`src/design/drap_pkg.sv`:
```
// ----------------------------------------------------------------------------
// drap_pkg
// Shared types and codes for the DNS response answer parser.
// ----------------------------------------------------------------------------
package drap_pkg;

  localparam int KindWidth  = 3;
  localparam int QueueDepth = 4;
  localparam int QueuePtrW  = $clog2(QueueDepth);
  localparam int QueueCntW  = $clog2(QueueDepth + 1);

  localparam logic [KindWidth-1:0] KindA     = 3'd0;
  localparam logic [KindWidth-1:0] KindCname = 3'd1;
  localparam logic [KindWidth-1:0] KindError = 3'd2;
  localparam logic [KindWidth-1:0] KindDone  = 3'd3;
  localparam logic [KindWidth-1:0] KindTrunc = 3'd4;

  localparam logic [15:0] TypeA     = 16'd1;
  localparam logic [15:0] TypeCname = 16'd5;
  localparam logic [7:0]  PtrMask   = 8'hc0;

  typedef struct packed {
    logic [KindWidth-1:0] result_kind;
    logic [31:0]          ipv4_address;
    logic [31:0]          time_to_live;
    logic [3:0]           response_code;
    logic                 end_of_message;
  } drap_result_t;

  // Results caused by one accepted byte: up to two, first slot filled first.
  typedef struct packed {
    logic [1:0]   count;
    drap_result_t first;
    drap_result_t second;
  } drap_push_t;

endpackage

```
`src/design/drap_byte_if.sv`:
```
// ----------------------------------------------------------------------------
// drap_byte_if
// Valid/ready channel carrying one message byte and its last-byte mark.
// ----------------------------------------------------------------------------
interface drap_byte_if;
  logic       valid;
  logic       ready;
  logic [7:0] data_byte;
  logic       last_byte;

  modport source (output valid, output data_byte, output last_byte, input ready);
  modport sink   (input valid, input data_byte, input last_byte, output ready);
endinterface

```
`src/design/drap_result_if.sv`:
```
// ----------------------------------------------------------------------------
// drap_result_if
// Valid/ready channel carrying one parser result.
// ----------------------------------------------------------------------------
interface drap_result_if;
  logic        valid;
  logic        ready;
  logic [2:0]  result_kind;
  logic [31:0] ipv4_address;
  logic [31:0] time_to_live;
  logic [3:0]  response_code;
  logic        end_of_message;

  modport source (output valid, output result_kind, output ipv4_address,
                  output time_to_live, output response_code, output end_of_message,
                  input ready);
  modport sink   (input valid, input result_kind, input ipv4_address,
                  input time_to_live, input response_code, input end_of_message,
                  output ready);
endinterface

```
`src/design/drap_parser_core.sv`:
```
// ----------------------------------------------------------------------------
// drap_parser_core
// Byte-wide parse state machine: header, questions, answer records.
// ----------------------------------------------------------------------------
module drap_parser_core
  import drap_pkg::*;
(
  input  logic       clk,
  input  logic       rst,
  input  logic       step,
  input  logic [7:0] data_byte,
  input  logic       last_byte,
  output drap_push_t push
);

  typedef enum logic [3:0] {
    PhHeader = 4'd0,
    PhQname  = 4'd1,
    PhQptr   = 4'd2,
    PhQfixed = 4'd3,
    PhAname  = 4'd4,
    PhAptr   = 4'd5,
    PhAfixed = 4'd6,
    PhRdata  = 4'd7,
    PhIgnore = 4'd8
  } phase_t;

  phase_t      parse_phase, parse_phase_next;
  logic [15:0] field_byte_count, field_byte_count_next;
  logic [15:0] questions_left, questions_left_next;
  logic [15:0] answers_left, answers_left_next;
  logic [5:0]  label_bytes_left, label_bytes_left_next;
  logic [15:0] record_type, record_type_next;
  logic [31:0] ttl_accumulator, ttl_accumulator_next;
  logic [15:0] rdata_length, rdata_length_next;
  logic [31:0] address_accumulator, address_accumulator_next;
  logic [3:0]  saved_rcode, saved_rcode_next;

  logic         rec_valid;
  drap_result_t rec;
  drap_result_t fin;
  logic         finish;
  logic         rdata_end;
  logic [15:0]  c;

  assign c         = field_byte_count;
  assign rdata_end = ({1'b0, c} + 17'd1) >= {1'b0, rdata_length};

  always_comb begin
    parse_phase_next         = parse_phase;
    field_byte_count_next    = field_byte_count;
    questions_left_next      = questions_left;
    answers_left_next        = answers_left;
    label_bytes_left_next    = label_bytes_left;
    record_type_next         = record_type;
    ttl_accumulator_next     = ttl_accumulator;
    rdata_length_next        = rdata_length;
    address_accumulator_next = address_accumulator;
    saved_rcode_next         = saved_rcode;
    rec_valid                = 1'b0;
    rec                      = '0;
    finish                   = 1'b0;

    unique case (parse_phase)
      PhHeader: begin
        if (c == 16'd3) begin
          saved_rcode_next = data_byte[3:0];
        end else if (c == 16'd4 || c == 16'd5) begin
          questions_left_next = {questions_left[7:0], data_byte};
        end else if (c == 16'd6 || c == 16'd7) begin
          answers_left_next = {answers_left[7:0], data_byte};
        end
        field_byte_count_next = c + 16'd1;
        if (c == 16'd3 && saved_rcode_next != 4'd0) begin
          rec_valid             = 1'b1;
          rec.result_kind       = KindError;
          rec.response_code     = saved_rcode_next;
          parse_phase_next      = PhIgnore;
        end else if (c >= 16'd11) begin
          label_bytes_left_next = '0;
          field_byte_count_next = '0;
          if (questions_left_next != 16'd0) begin
            parse_phase_next = PhQname;
          end else if (answers_left_next != 16'd0) begin
            parse_phase_next = PhAname;
          end else begin
            parse_phase_next = PhIgnore;
          end
        end
      end
      PhQname, PhAname: begin
        if (label_bytes_left != '0) begin
          label_bytes_left_next = label_bytes_left - 6'd1;
        end else if (data_byte == 8'd0) begin
          parse_phase_next      = (parse_phase == PhQname) ? PhQfixed : PhAfixed;
          field_byte_count_next = '0;
        end else if ((data_byte & PtrMask) == PtrMask) begin
          parse_phase_next = (parse_phase == PhQname) ? PhQptr : PhAptr;
        end else begin
          label_bytes_left_next = data_byte[5:0];
        end
      end
      PhQptr: begin
        parse_phase_next      = PhQfixed;
        field_byte_count_next = '0;
      end
      PhAptr: begin
        parse_phase_next      = PhAfixed;
        field_byte_count_next = '0;
      end
      PhQfixed: begin
        field_byte_count_next = c + 16'd1;
        if (c >= 16'd3) begin
          if (questions_left != 16'd0) begin
            questions_left_next = questions_left - 16'd1;
          end
          label_bytes_left_next = '0;
          field_byte_count_next = '0;
          if (questions_left_next != 16'd0) begin
            parse_phase_next = PhQname;
          end else if (answers_left != 16'd0) begin
            parse_phase_next = PhAname;
          end else begin
            parse_phase_next = PhIgnore;
          end
        end
      end
      PhAfixed: begin
        if (c == 16'd0) begin
          record_type_next         = {8'd0, data_byte};
          ttl_accumulator_next     = '0;
          rdata_length_next        = '0;
          address_accumulator_next = '0;
        end else if (c == 16'd1) begin
          record_type_next = {record_type[7:0], data_byte};
        end else if (c >= 16'd4 && c <= 16'd7) begin
          ttl_accumulator_next = {ttl_accumulator[23:0], data_byte};
        end else if (c == 16'd8 || c == 16'd9) begin
          rdata_length_next = {rdata_length[7:0], data_byte};
        end
        field_byte_count_next = c + 16'd1;
        if (c >= 16'd9) begin
          field_byte_count_next = '0;
          label_bytes_left_next = '0;
          if (rdata_length_next == 16'd0) begin
            finish = 1'b1;
          end else begin
            parse_phase_next = PhRdata;
          end
        end
      end
      PhRdata: begin
        if (c < 16'd4) begin
          address_accumulator_next = {address_accumulator[23:0], data_byte};
        end
        field_byte_count_next = c + 16'd1;
        if (rdata_end) begin
          finish = 1'b1;
        end
      end
      default: begin
        parse_phase_next = PhIgnore;
      end
    endcase

    // End of an answer record: emit by type, then move to the next answer if any.
    if (finish) begin
      if (record_type_next == TypeA) begin
        rec_valid        = 1'b1;
        rec.result_kind  = KindA;
        rec.ipv4_address = address_accumulator_next;
        rec.time_to_live = ttl_accumulator_next;
      end else if (record_type_next == TypeCname) begin
        rec_valid        = 1'b1;
        rec.result_kind  = KindCname;
        rec.time_to_live = ttl_accumulator_next;
      end
      if (answers_left != 16'd0) begin
        answers_left_next = answers_left - 16'd1;
      end
      field_byte_count_next = '0;
      parse_phase_next      = (answers_left_next != 16'd0) ? PhAname : PhIgnore;
    end

    fin                = '0;
    fin.result_kind    = (parse_phase_next == PhIgnore) ? KindDone : KindTrunc;
    fin.end_of_message = 1'b1;

    if (last_byte) begin
      parse_phase_next         = PhHeader;
      field_byte_count_next    = '0;
      questions_left_next      = '0;
      answers_left_next        = '0;
      label_bytes_left_next    = '0;
      record_type_next         = '0;
      ttl_accumulator_next     = '0;
      rdata_length_next        = '0;
      address_accumulator_next = '0;
      saved_rcode_next         = '0;
    end

    push.count  = {1'b0, rec_valid} + {1'b0, last_byte};
    push.first  = rec_valid ? rec : fin;
    push.second = fin;
  end

  always_ff @(posedge clk) begin
    if (rst) begin
      parse_phase         <= PhHeader;
      field_byte_count    <= '0;
      questions_left      <= '0;
      answers_left        <= '0;
      label_bytes_left    <= '0;
      record_type         <= '0;
      ttl_accumulator     <= '0;
      rdata_length        <= '0;
      address_accumulator <= '0;
      saved_rcode         <= '0;
    end else if (step) begin
      parse_phase         <= parse_phase_next;
      field_byte_count    <= field_byte_count_next;
      questions_left      <= questions_left_next;
      answers_left        <= answers_left_next;
      label_bytes_left    <= label_bytes_left_next;
      record_type         <= record_type_next;
      ttl_accumulator     <= ttl_accumulator_next;
      rdata_length        <= rdata_length_next;
      address_accumulator <= address_accumulator_next;
      saved_rcode         <= saved_rcode_next;
    end
  end

  a_last_resets: assert property (@(posedge clk) disable iff (rst)
    step && last_byte |=> parse_phase == PhHeader && field_byte_count == '0
                          && answers_left == '0)
    else $error("parser state not cleared after last byte");

  a_error_in_header: assert property (@(posedge clk) disable iff (rst)
    step && rec_valid && rec.result_kind == KindError |-> parse_phase == PhHeader)
    else $error("rcode error raised outside header");

  a_two_needs_last: assert property (@(posedge clk) disable iff (rst)
    step && push.count == 2'd2 |-> last_byte && rec_valid)
    else $error("two results without last byte");

endmodule

```
`src/design/drap_result_queue.sv`:
```
// ----------------------------------------------------------------------------
// drap_result_queue
// Small result FIFO taking up to two results per cycle, draining one.
// ----------------------------------------------------------------------------
module drap_result_queue
  import drap_pkg::*;
(
  input  logic                 clk,
  input  logic                 rst,
  input  logic                 push_en,
  input  drap_push_t           push,
  output logic                 room,
  output logic                 head_valid,
  output drap_result_t         head,
  input  logic                 pop
);

  drap_result_t         entries [QueueDepth];
  logic [QueuePtrW-1:0] wr_ptr, rd_ptr;
  logic [QueueCntW-1:0] count, count_next;
  logic [1:0]           push_n;
  logic [QueuePtrW-1:0] wr_ptr_plus1;

  assign push_n       = push_en ? push.count : 2'd0;
  assign wr_ptr_plus1 = wr_ptr + QueuePtrW'(1);
  assign room         = count <= QueueCntW'(QueueDepth - 2);
  assign head_valid   = count != '0;
  assign head         = entries[rd_ptr];
  assign count_next   = count + QueueCntW'(push_n) - QueueCntW'(pop);

  always_ff @(posedge clk) begin
    if (rst) begin
      wr_ptr <= '0;
      rd_ptr <= '0;
      count  <= '0;
    end else begin
      wr_ptr <= wr_ptr + QueuePtrW'(push_n);
      if (pop) begin
        rd_ptr <= rd_ptr + QueuePtrW'(1);
      end
      count <= count_next;
    end
  end

  always_ff @(posedge clk) begin
    if (push_n != 2'd0) begin
      entries[wr_ptr] <= push.first;
    end
    if (push_n == 2'd2) begin
      entries[wr_ptr_plus1] <= push.second;
    end
  end

  a_no_overflow: assert property (@(posedge clk) disable iff (rst)
    count <= QueueCntW'(QueueDepth))
    else $error("result queue overflow");

  a_push_has_room: assert property (@(posedge clk) disable iff (rst)
    push_n != 2'd0 |-> room)
    else $error("push without room");

  a_no_underflow: assert property (@(posedge clk) disable iff (rst)
    pop |-> count != '0)
    else $error("pop from empty result queue");

endmodule

```
`src/design/dns_response_answer_parser.sv`:
```
// ----------------------------------------------------------------------------
// dns_response_answer_parser
// Parses a DNS response byte stream into A, CNAME, error and end results.
// ----------------------------------------------------------------------------
//  channel   dir  payload                                          role
//  message   in   data_byte[7:0], last_byte                        one byte/transaction
//  results   out  result_kind[2:0], ipv4_address[31:0],            one result/transaction
//                 time_to_live[31:0], response_code[3:0], end_of_message
//
//  One byte is taken per cycle while the FIFO has room; its results land in a
//  four-entry result FIFO the same edge and can be taken from the next cycle on.
//  A byte ending a record and the message yields two results; the FIFO drains
//  one per cycle while results.ready is high.
//  message.ready is high while the FIFO has room for two results.
//  Synchronous reset returns the parser to the header phase and empties the FIFO.
// ----------------------------------------------------------------------------
module dns_response_answer_parser
  import drap_pkg::*;
(
  input  logic          clk,
  input  logic          rst,
  drap_byte_if.sink     message,
  drap_result_if.source results
);

  drap_push_t   push;
  drap_result_t head;
  logic         room;
  logic         head_valid;
  logic         step;
  logic         pop;

  assign message.ready = room;
  assign step          = message.valid && room;
  assign pop           = head_valid && results.ready;

  drap_parser_core u_core (
    .clk       (clk),
    .rst       (rst),
    .step      (step),
    .data_byte (message.data_byte),
    .last_byte (message.last_byte),
    .push      (push)
  );

  drap_result_queue u_queue (
    .clk        (clk),
    .rst        (rst),
    .push_en    (step),
    .push       (push),
    .room       (room),
    .head_valid (head_valid),
    .head       (head),
    .pop        (pop)
  );

  assign results.valid          = head_valid;
  assign results.result_kind    = head.result_kind;
  assign results.ipv4_address   = head.ipv4_address;
  assign results.time_to_live   = head.time_to_live;
  assign results.response_code  = head.response_code;
  assign results.end_of_message = head.end_of_message;

endmodule

```
`src/flat_wrapper.sv`:
```
// flat-port wrapper written by rule: the top's interface ports become plain ports
module dns_response_answer_parser_flat import drap_pkg::*;
  (clk, rst, message_valid, message_data_byte, message_last_byte, message_ready, results_valid, results_result_kind, results_ipv4_address, results_time_to_live, results_response_code, results_end_of_message, results_ready);
  drap_byte_if message_i ();
  drap_result_if results_i ();
  input  logic clk;
  input  logic rst;
  input wire logic [$bits(message_i.valid)-1:0] message_valid;
  input wire logic [$bits(message_i.data_byte)-1:0] message_data_byte;
  input wire logic [$bits(message_i.last_byte)-1:0] message_last_byte;
  output wire logic [$bits(message_i.ready)-1:0] message_ready;
  output wire logic [$bits(results_i.valid)-1:0] results_valid;
  output wire logic [$bits(results_i.result_kind)-1:0] results_result_kind;
  output wire logic [$bits(results_i.ipv4_address)-1:0] results_ipv4_address;
  output wire logic [$bits(results_i.time_to_live)-1:0] results_time_to_live;
  output wire logic [$bits(results_i.response_code)-1:0] results_response_code;
  output wire logic [$bits(results_i.end_of_message)-1:0] results_end_of_message;
  input wire logic [$bits(results_i.ready)-1:0] results_ready;
  assign message_i.valid = message_valid;
  assign message_i.data_byte = message_data_byte;
  assign message_i.last_byte = message_last_byte;
  assign message_ready = message_i.ready;
  assign results_valid = results_i.valid;
  assign results_result_kind = results_i.result_kind;
  assign results_ipv4_address = results_i.ipv4_address;
  assign results_time_to_live = results_i.time_to_live;
  assign results_response_code = results_i.response_code;
  assign results_end_of_message = results_i.end_of_message;
  assign results_i.ready = results_ready;
  dns_response_answer_parser u_core (.clk(clk), .rst(rst), .message(message_i), .results(results_i));
endmodule
```
`config.mk`:
```
export PLATFORM = sky130hd
export DESIGN_NAME = dns_response_answer_parser_flat
export DESIGN_NICKNAME = d
export VERILOG_FILES = /design/src/design/drap_pkg.sv /design/src/design/drap_byte_if.sv /design/src/design/drap_result_if.sv /design/src/design/drap_parser_core.sv /design/src/design/drap_result_queue.sv /design/src/design/dns_response_answer_parser.sv /design/src/flat_wrapper.sv
export SDC_FILE = /design/constraint.sdc
export NUM_CORES = 1
export LEC_CHECK = 0
export ABC_AREA = 1
export BUFFER_PORTS_ARGS = -buffer_cell sky130_fd_sc_hd__clkbuf_2
export CORE_UTILIZATION = 45
export CTS_BUF_LIST = sky130_fd_sc_hd__clkbuf_8
export DETAILED_ROUTE_END_ITERATION = 16
export PLACE_DENSITY = 0.73
export SYNTH_ARGS = -nofsm -noshare
export SYNTH_HDL_FRONTEND = slang
export SYNTH_SLANG_ARGS = --single-unit
```
`constraint.sdc`:
```
create_clock -name clk -period 5.5 [get_ports clk]
set_input_delay 0.825 -clock clk [delete_from_list [all_inputs] [get_ports clk]]
set_output_delay 0.825 -clock clk [all_outputs]
set_load 0.02 [all_outputs]
```
==> results_dict.tcl <==
set metrics [dict create \
    finalHoldViolations 0 \
    insertedDiodeCount 0 \
    postSynthCellCount 3292 \
    synth_nets 3335 \
    drt.antenna.violating_nets 0 \
    tritoncts "done" \
    synth_seq_cells 455 \
    post_synth_instance_area_um2 22910 \
    cts-root-buf "clkbuf_8" \
    crit_top_cell "nor2_1" \
    core-area_um2 50170 \
    data_arrival_time_of_the_worst_path_ns 5.63 \
    synth_common_cells "727 x nand2_1, 489 x inv_1, 443 x dfxtp_1" \
    io_pins 87 \
    finalWeightedCongestion 0.9283 \
    report.final.slew_viol_count 0 \
    total_leakage_power_nw 11.74 \
    power.ir.vdd_worst_uv 209.5 \
    commonest_register_cell_after_synthesis "dfxtp_1" \
    cts_sinks 455 \
    synth_largest_type_area_fraction_pct 38.71 \
    post_synth_num_cell_types 46 \
    setup_tns_ns 0 \
    worst-setup-path-type "reg -> reg" \
    start_kind "flip-flop" \
    slew_at_the_pin_with_the_worst_max_slew_slack_ns 1.228 \
    initial_core_util_pct 45.66 \
    cts_hold_repair.buffers 0 \
    floorplan.die_area_um2 51820 \
    timing.fmax_ghz 0.1969 \
    first_global_vias 20007 \
    relSlewSlack_pct 17.97 \
    wire_per_inst_um 16.16 \
    grt_start_max_net_pins 111 \
    post-cts-setup-buffers 0 \
    fp.dieW_um 227.6 \
    ranking_of_synthesized_cells_by_area "dfxtp_1 39%, nand2_1 12%, a21oi_1 8.8%, o22ai_1 8.6%, inv_1 8.0%" \
    run_status "completed" \
    unrepaired_setup_endpoints_after_global_routing "false" \
    yosysMostFrequentCell "nand2_1" \
    grt_first_pass_wirelength_um 103200 \
    numPortBuffers 86 \
    post_route_cells_drive_above_1_share_pct 10.42 \
    ys_async_sr_fraction_pct 0 \
    clock_tree.buffer_depth 3 \
    path_clk_slew_ns 0.07 \
    crit_path_time_final_ns 5.078 \
    area_delta_synth_final_pct 10.67 \
    remaining_drc_errors 0 \
    grt_util_all_layers_pct 24.63 \
    syn-mean-instance-area_um2 6.959 \
    synth_seq_area_share_pct 40.28 \
    cp_data_required_time_ns 6.05 \
    fin_nets 3340 \
    power_density_normalized_to_cell_area_nw_per_um2 446.0 \
    number_of_enable_flip_flop_cells_after_synthesis 12 \
    routed_wl_um 65120 \
    critical-path-max-stage-delay_ns 0.39 \
    leftover_overflow_at_the_end_of_global_routing 0 \
    antenna_found_initial 1 \
    dp.final_hpwl_um 41580 \
    crit_share_post_route_pct 92.32 \
    die_ht_um 227.6 \
    route.vias.total 21952 \
    critical-path-slowest-cell "dfxtp_1" \
    max-cap-violations 0 \
    first_pass_iters 6 \
    synth_area_leader_cell "dfxtp_1" \
    cts_buffers 79 \
    via_per_inst 5.446 \
    ctsResizeCount 0 \
    ctsHtreeMaxLevel 3 \
    worst_setup_path_end_kind "flip-flop" \
    worstPathMaxFanout 62 \
    worst_hold_path_type "reg -> reg" \
    floorplan.rows 82 \
    fin_util_pct 50.53 \
    clock_insertion_delay_worst_skew_ns 0.68 \
    yosysWarnings 0 \
    worst_clock_skew_ns 0.05184 \
    dr.first_iter.drc_count 1851 \
    setup_violations 0 \
]
-- where the power goes --
group	total, mW	switching, mW	internal (mW)
Combinational	3.96	2.67	1.30
Sequential	4.28	0.300	3.98
Clock	3.07	1.42	1.65
-- stage by stage --
step | hold slack [ns] | power [mW] | setup slack (ns) | std cells | cell area (um2)
floorplan | 0.4219 | 7.325 | 0.3855 | 3292 | 22910
global placement | 0.4355 | 8.178 | 0.1880 | 3888 | 23740
detailed placement | 0.4374 | 8.245 | 0.09410 | 3888 | 23740
CTS | 0.4526 | 11.32 | 0.01003 | 4031 | 25310
global route | 0.4711 | 12.07 | 0.04155 | 4031 | 25350
finish | 0.4549 | 11.31 | 0.4225 | 4031 | 25350
-- sequential cells by signal, indices dropped and copies added, names as in the netlist, named ones only --
signal                             flops
u_core.u_core.address_accumulator     32
u_core.u_core.answers_left            16
u_core.u_core.c                       16
u_core.u_core.label_bytes_left         6
u_core.u_core.parse_phase              4
u_core.u_core.questions_left          16
u_core.u_core.rdata_length            16
u_core.u_core.record_type             16
u_core.u_core.saved_rcode              4
u_core.u_core.ttl_accumulator         32
u_core.u_queue.count                   3
u_core.u_queue.entries               288
u_core.u_queue.rd_ptr                  2
u_core.u_queue.wr_ptr                  2
-- cell usage in the layout, fill, tap and decap left out, drive strengths merged, types with 2 or more instances in the layout --
master      n
a211oi      7
a21oi     404
a31oi       2
buf        46
bufinv      2
clkbuf    179
clkinv      4
clkinvlp    4
dfxtp     443
edfxtp     12
ha         29
inv       538
nand2     764
nand3     121
nand3b      5
nand4      53
nor2      171
nor3       18
nor4        6
o211ai     18
o21ai     158
o22ai     341
or2         6
xnor2       7
xor2       16
-- final timing paths --
path / from / to / slack (ns) / cells after the start
worst min register to register: u_core.u_queue.entries[1][0] / u_core.u_queue.entries[1][0] / 0.45 / 2
worst min-delay path: u_core.u_queue.entries[1][0] / u_core.u_queue.entries[1][0] / 0.45 / 2
worst max register to register: u_core.u_core.c[0] / u_core.u_queue.entries[1][25] / 0.42 / 29
worst max-delay path: u_core.u_core.c[0] / u_core.u_queue.entries[1][25] / 0.42 / 29
-- metal layers --
metal / share of wire [%] / routed length, um / vias to the layer above / track usage, %
met1: 44 / 28420 / 10132 / 31.89
met4: 2.7 / 1731 / 2 / 9.916
met3: 7.1 / 4607 / 116 / 4.384
li1: - / - / 10961 / -
met5: 0.011 / 7 / - / 0
met2: 47 / 30360 / 741 / 40.48
-- worst max-delay path, delay by kind of cell (launching register included) --
family / cells / cell delay, ns
adder cells (fa/ha/maj): 3 / 0.86
AND/OR/NAND/NOR: 16 / 2.21
XOR/XNOR: 1 / 0.14
flip-flops: 1 / 0.39
AO/OA/AOI/OAI: 3 / 0.63
buffers and inverters: 6 / 0.63
-- cell type report --
class | count | area [um2]
multi-input combinational | 2131 | 10950
inverter | 499 | 1881
clock inverter | 49 | 280.3
sequential | 455 | 9230
timing repair buffer | 131 | 878.3
clock buffer | 94 | 1294
tap | 672 | 840.8
fill | 4844 | 24820
-- cell families after synthesis --
kind of cell,synth area share (%)
XOR/XNOR,0.8793
AO/OA/AOI/OAI,23.34
AND/OR/NAND/NOR,21.66
flip-flops,40.28
adder cells (fa/ha/maj),1.671
buffers and inverters,12.17
Note: power is estimated with default switching activity, not from simulation.
